File: config.mk
export PLATFORM = sky130hd
export DESIGN_NAME = atpr_cordic
export DESIGN_NICKNAME = d
export VERILOG_FILES = /design/src/rtl/core/atpr_pkg.sv /design/src/rtl/core/atpr_cordic.sv
export SDC_FILE = /design/constraint.sdc
export NUM_CORES = 2
export LEC_CHECK = 0
export BUFFER_PORTS_ARGS = -buffer_cell sky130_fd_sc_hd__buf_2
export CAP_MARGIN = 0
export CORE_MARGIN = 2
export CORE_UTILIZATION = 65
export CTS_CLUSTER_DIAMETER = 120
export DETAILED_ROUTE_END_ITERATION = 6
export PLACE_DENSITY = 0.82
export SLEW_MARGIN = 25
export SYNTH_ARGS = -nofsm -noshare
export SYNTH_HDL_FRONTEND = slang
export SYNTH_SLANG_ARGS = --single-unit
File: constraint.sdc
create_clock -name clock -period 6.3 [get_ports clock]
set_input_delay 0.315 -clock clock [delete_from_list [all_inputs] [get_ports clock]]
set_output_delay 0.315 -clock clock [all_outputs]
set_load 0.1 [all_outputs]
File: src/rtl/core/atpr_pkg.sv
// ----------------------------------------------------------------------------
// Tilt angle package
// Shared widths, constants, the arctangent table and the angle finishing
// function of the accelerometer tilt block.
// ----------------------------------------------------------------------------
`default_nettype none

package atpr_pkg;

   // Field widths of the sample and result beats.
   localparam int ACCEL_W = 16;
   localparam int PITCH_W = 15;
   localparam int ROLL_W  = 16;

   // Vector components: counts times 256 plus CORDIC growth.
   localparam int GUARD_BITS = 8;
   localparam int COMP_W     = 28;

   // Angle accumulator: degrees with 20 fraction bits.
   localparam int ACC_FRAC = 20;
   localparam int ACC_W    = 30;

   localparam int TABLE_LEN = 24;

   // Inverse CORDIC gain, round(0.6072529350 * 2^16).
   localparam int INV_GAIN_W = 16;
   localparam logic [INV_GAIN_W-1:0] INV_GAIN = 16'd39797;
   localparam int GAIN_SHIFT = 16;

   localparam logic signed [ACC_W-1:0] HALF_TURN = ACC_W'(180 * (1 << ACC_FRAC));

   localparam int PITCH_LIMIT_DEG = 90;
   localparam int ROLL_LIMIT_DEG  = 180;

   // round(atan(2^-i) in degrees * 2^20)
   function automatic logic signed [ACC_W-1:0] atan_entry(input int idx);
      logic signed [ACC_W-1:0] v;
      case (idx)
         0:  v = 30'sd47185920;
         1:  v = 30'sd27855475;
         2:  v = 30'sd14718068;
         3:  v = 30'sd7471121;
         4:  v = 30'sd3750058;
         5:  v = 30'sd1876857;
         6:  v = 30'sd938658;
         7:  v = 30'sd469357;
         8:  v = 30'sd234682;
         9:  v = 30'sd117342;
         10: v = 30'sd58671;
         11: v = 30'sd29335;
         12: v = 30'sd14668;
         13: v = 30'sd7334;
         14: v = 30'sd3667;
         15: v = 30'sd1833;
         16: v = 30'sd917;
         17: v = 30'sd458;
         18: v = 30'sd229;
         19: v = 30'sd115;
         20: v = 30'sd57;
         21: v = 30'sd29;
         22: v = 30'sd14;
         23: v = 30'sd7;
         default: v = '0;
      endcase
      return v;
   endfunction

   // Round half up to frac fraction bits, clamp to +-lim_deg, then saturate
   // to a signed field of the given width.
   function automatic logic signed [ACC_W-1:0] finish_angle(
      input logic signed [ACC_W-1:0] acc,
      input int                      frac,
      input int                      lim_deg,
      input int                      width
   );
      logic signed [ACC_W:0] r;
      logic signed [ACC_W:0] lim;
      logic signed [ACC_W:0] wmax;
      logic signed [ACC_W:0] wmin;
      int s;
      s    = ACC_FRAC - frac;
      r    = $signed((ACC_W+1)'(acc)) + $signed((ACC_W+1)'(1) << (s - 1));
      r    = r >>> s;
      lim  = $signed((ACC_W+1)'(lim_deg) << frac);
      wmax = $signed(((ACC_W+1)'(1) << (width - 1)) - (ACC_W+1)'(1));
      wmin = -$signed((ACC_W+1)'(1) << (width - 1));
      if (r > lim) begin
         r = lim;
      end
      if (r < -lim) begin
         r = -lim;
      end
      if (r > wmax) begin
         r = wmax;
      end
      if (r < wmin) begin
         r = wmin;
      end
      return ACC_W'(r);
   endfunction

endpackage

`default_nettype wire

File: src/rtl/core/atpr_cordic.sv
// ----------------------------------------------------------------------------
// Tilt angle CORDIC pass
// Unrolled vectoring CORDIC, one micro-rotation per register stage, with a
// sideband word carried alongside each beat.
// ----------------------------------------------------------------------------
`default_nettype none

module atpr_cordic #(
   parameter int STEPS  = 16,
   parameter int SIDE_W = 1
) (
   input  wire logic                                  clock,
   input  wire logic                                  reset,
   input  wire logic                                  en,
   input  wire logic                                  in_valid,
   input  wire logic signed [atpr_pkg::COMP_W-1:0]    in_x,
   input  wire logic signed [atpr_pkg::COMP_W-1:0]    in_y,
   input  wire logic signed [atpr_pkg::ACC_W-1:0]     in_acc,
   input  wire logic        [SIDE_W-1:0]              in_side,
   output logic                                       out_valid,
   output logic signed [atpr_pkg::COMP_W-1:0]         out_x,
   output logic signed [atpr_pkg::ACC_W-1:0]          out_acc,
   output logic        [SIDE_W-1:0]                   out_side
);

   logic        [STEPS-1:0]               valid_ff;
   logic signed [atpr_pkg::COMP_W-1:0]    x_ff    [STEPS];
   logic signed [atpr_pkg::COMP_W-1:0]    y_ff    [STEPS];
   logic signed [atpr_pkg::ACC_W-1:0]     acc_ff  [STEPS];
   logic        [SIDE_W-1:0]              side_ff [STEPS];

   for (genvar i = 0; i < STEPS; i++) begin : g_step
      logic                               v_prev;
      logic signed [atpr_pkg::COMP_W-1:0] x_prev;
      logic signed [atpr_pkg::COMP_W-1:0] y_prev;
      logic signed [atpr_pkg::ACC_W-1:0]  acc_prev;
      logic        [SIDE_W-1:0]           side_prev;
      logic signed [atpr_pkg::COMP_W-1:0] x_in;
      logic signed [atpr_pkg::COMP_W-1:0] y_in;
      logic signed [atpr_pkg::ACC_W-1:0]  acc_in;

      if (i == 0) begin : g_first
         assign v_prev    = in_valid;
         assign x_prev    = in_x;
         assign y_prev    = in_y;
         assign acc_prev  = in_acc;
         assign side_prev = in_side;
      end else begin : g_next
         assign v_prev    = valid_ff[i-1];
         assign x_prev    = x_ff[i-1];
         assign y_prev    = y_ff[i-1];
         assign acc_prev  = acc_ff[i-1];
         assign side_prev = side_ff[i-1];
      end

      // Rotate towards the x axis; a zero y counts as positive.
      always_comb begin
         if (y_prev[atpr_pkg::COMP_W-1]) begin
            x_in   = x_prev - (y_prev >>> i);
            y_in   = y_prev + (x_prev >>> i);
            acc_in = acc_prev - atpr_pkg::atan_entry(i);
         end else begin
            x_in   = x_prev + (y_prev >>> i);
            y_in   = y_prev - (x_prev >>> i);
            acc_in = acc_prev + atpr_pkg::atan_entry(i);
         end
      end

      always_ff @(posedge clock) begin
         if (reset) begin
            valid_ff[i] <= 1'b0;
         end else if (en) begin
            valid_ff[i] <= v_prev;
         end
      end

      always_ff @(posedge clock) begin
         if (en) begin
            x_ff[i]    <= x_in;
            y_ff[i]    <= y_in;
            acc_ff[i]  <= acc_in;
            side_ff[i] <= side_prev;
         end
      end
   end

   assign out_valid = valid_ff[STEPS-1];
   assign out_x     = x_ff[STEPS-1];
   assign out_acc   = acc_ff[STEPS-1];
   assign out_side  = side_ff[STEPS-1];

endmodule

`default_nettype wire

==> results.md <==
* Status: finished, violations left
* Failing checks: design-rule violations
* CTS Sinks at 1364
* R2R depth at 15
* Largest net degree at the start of global routing at 187
* WHS Path Cells at 1
* Register area share after synthesis at 35.8%
* Relative slew margins at 29.7%
* Clk slew on worst S/H paths at ~0.06 ns
* Via count at 90158
* Antenna Cells at 0
* Top cell type's share of synthesized area at a little over a third
* Layout cells sized above 1 at 4.64%
* Drt total wl at 278000 µm
* FFs w/ async S/R, synth at 0%
* Count of hold buffers inserted by post-cts repair at 36
* Most common cell in the netlist: ha_1
* Final nets at 13622
* Synthesized flop and latch total at about 1400
* Worst Hold End: x_ff[0][6]$_DFFE_PP_
* Synth area leaders: edfxtp_1, ha_1, xnor2_1
* Fin crit share at around four fifths
* R2R Setup Slk at roughly 1.3 ns
* Period minus WS final at 4.97 ns
* Slew Limit Fails at 0
* I/O Pins at 151
* CTS Buf Count at around 160
* Reg-to-Reg Start: y_ff[0][92]$_DFFE_PP_
* Total GRT Usage at 30.2%
* Post-Place Cell Area at between 100000 and 150000 µm²
* Number of global-route vias before repair at 87582
* Critical path type: reg -> reg
* H-tree levels at 4
* Count of cell types in the netlist at 100
* Global route total overflow at 0
* Main flop type after synthesis: edfxtp_1
* Final TNS setup at 0 ns
* RSZ-0062 raised after global routing: false
* Crit path max fanout at 7
* Routed Antenna Nets at 0
* Worst skew pair latency at 0.83 ns
* Mapped Cells at 11898
* Post-synth top cells: ha_1, edfxtp_1, a21oi_1
* Skew final at 0.0418 ns
* First-pass GRT wire length at 446000 µm
* Number of max-cap violations at 0
* Vias/cell at between 6 and 7
* Syn_area_per_cell at between 9 and 10 µm²
* Setup crit end kind: flip-flop
* CORE AREA at 174000 µm²
* Worst hold path type: in -> reg
* Global placement routability congestion at 0.940
* Max Freq at 201 MHz
* Worst-Margin Slew at 1.05 ns
* CTS Root Cell: clkbuf_16
* DPL Wire Length at 215000 µm
* # port buffers at 150
* Mapped Area at 114000 µm²
* Row cnt at 153
* Endpoints failing hold at 0
* Synthesis Warnings at 0
* Die area at 178000 µm²
* Drc violations at 1
* Final WS setup at about 1.3 ns
* Worst Setup Slack post-DPL at 1.40 ns
* Critical Path Start Type: flip-flop
* Die width at 422 µm
* Setup repair bufs after CTS at 0
* Fin area at 123000 µm²
* Setup-failing EPs final at 0
* TritonCTS clock tree: done
* Arrival time at the worst endpoint at 5.54 ns
* Worst reg2reg endpoint: x_ff[2][26]$_DFFE_PP_
* Layout Area Growth over Synthesis at 8.02%
* Clk buf depth at 3
* Hold Crit Start: en
* PostCTS Resize Cnt at 0
* Antenna violations before repair at 0
* Post-DR wirelength/cell at 19.0 µm
* Critical path required time at between 6 and 7 ns
* 1st-iter DRT viols at between 6000 and 7000
* Number of synthesized flops with an enable pin at 1348
* Initial core utilization at 65.4%
* Synthesized Nets at 13402
* DRT Pass-1 Iters at 7
* DIE HEIGHT at 422 µm
* Yosys top cell by area: edfxtp_1
flip-flops by register name (all words and copies together), names as in the netlist:
| register | cells |
|---|---|
| y_ff | 405 |
| side_ff | 16 |
| out_valid | 1 |
| x_ff | 447 |
| g_step.v_prev | 15 |
| acc_ff | 480 |
through the flow:
step	std cells	hold slack, ns	util (%)
after floorplan	11898	0.400	-
after global placement	14246	0.401	67.4
after detailed placement	14246	0.406	67.4
after CTS	14571	0.00890	70.6
after global routing	14572	0.0569	70.7
final	14572	0.0697	70.7
area by class of cell:
class / instances / area, µm²
inverters: 584 / 2190
clock inverters: 101 / 1180
well taps: 2325 / 2910
repair buffers: 243 / 1650
flip-flops and latches: 1364 / 40800
clock buffers: 188 / 4160
fillers: 12904 / 51100
multi-input cells: 9767 / 70100
worst max-delay path by stage:
stage	startpoint	endpoint	slack (ns)	depth (start not counted)
detailed placement	y_ff[1][12]$_DFFE_PP_	x_ff[4][54]$_DFFE_PP_	1.40	17
finish	y_ff[0][92]$_DFFE_PP_	x_ff[2][26]$_DFFE_PP_	1.33	15
global placement	y_ff[1][12]$_DFFE_PP_	x_ff[4][54]$_DFFE_PP_	1.53	17
CTS	y_ff[1][13]$_DFFE_PP_	x_ff[4][54]$_DFFE_PP_	1.41	17
global route	y_ff[0][92]$_DFFE_PP_	x_ff[2][26]$_DFFE_PP_	0.86	15
floorplan	y_ff[0][111]$_DFFE_PP_	y_ff[0][136]$_DFFE_PP_	1.86	15
worst max-delay path, cell delays in order (launching register included):
cell	delay [ns]
edfxtp_1	0.47
nor3_1	0.35
nand2_1	0.12
nor4b_1	0.69
a21oi_1	0.18
xnor2_1	0.18
ha_1	0.38
a21oi_1	0.19
o22ai_1	0.13
o41ai_1	0.62
a21oi_1	0.19
o311ai_0	0.51
a31oi_1	0.15
a21oi_1	0.28
o21ai_1	0.11
xor2_1	0.16
logic make-up after synthesis:
logic type,share of synthesized area (%)
simple gates,13.8
mux,0.565
buf+inv,2.63
fa+ha+maj,15.8
xor+xnor,12.6
compound gates,18.7
flops,35.8
layout by cell type (no fill, tap or decap), types with 25 or more instances in the layout:
cell and count:
xor2_1 539, nor3_1 317, dlygate4sd3_1 36, or3_1 75, o211ai_1 56, and2_1 90
and3_1 154, a21oi_1 1243, o21a_1 187, fa_1 47, inv_1 577, a211oi_1 78
buf_2 149, or2_2 29, ha_1 1366, o21ai_0 500, a21o_1 515, nand2_1 647
a211o_1 28, mux2i_1 35, buf_4 50, clkbuf_1 25, a31oi_1 113, o41ai_1 28
nand3_1 184, nor4_1 75, o31ai_1 60, clkinv_1 32, mux2_2 26, o21ai_1 75
nor2_1 1122, nand2b_1 176, o21bai_1 143, or4_1 31, edfxtp_1 1348, nor2b_1 209
xnor2_1 1098, nand4_1 84, clkbuf_16 162
per-layer routing:
layer  GRT usage, %  share of wire, %
met5              0                 0
met1           38.2                42
met3           3.40               5.0
met4           11.1               3.7
met2           53.3                49
Power is left out: the tool's default activity adds up to more than one toggle a clock period on the data nets, which glitch-free logic cannot reach.
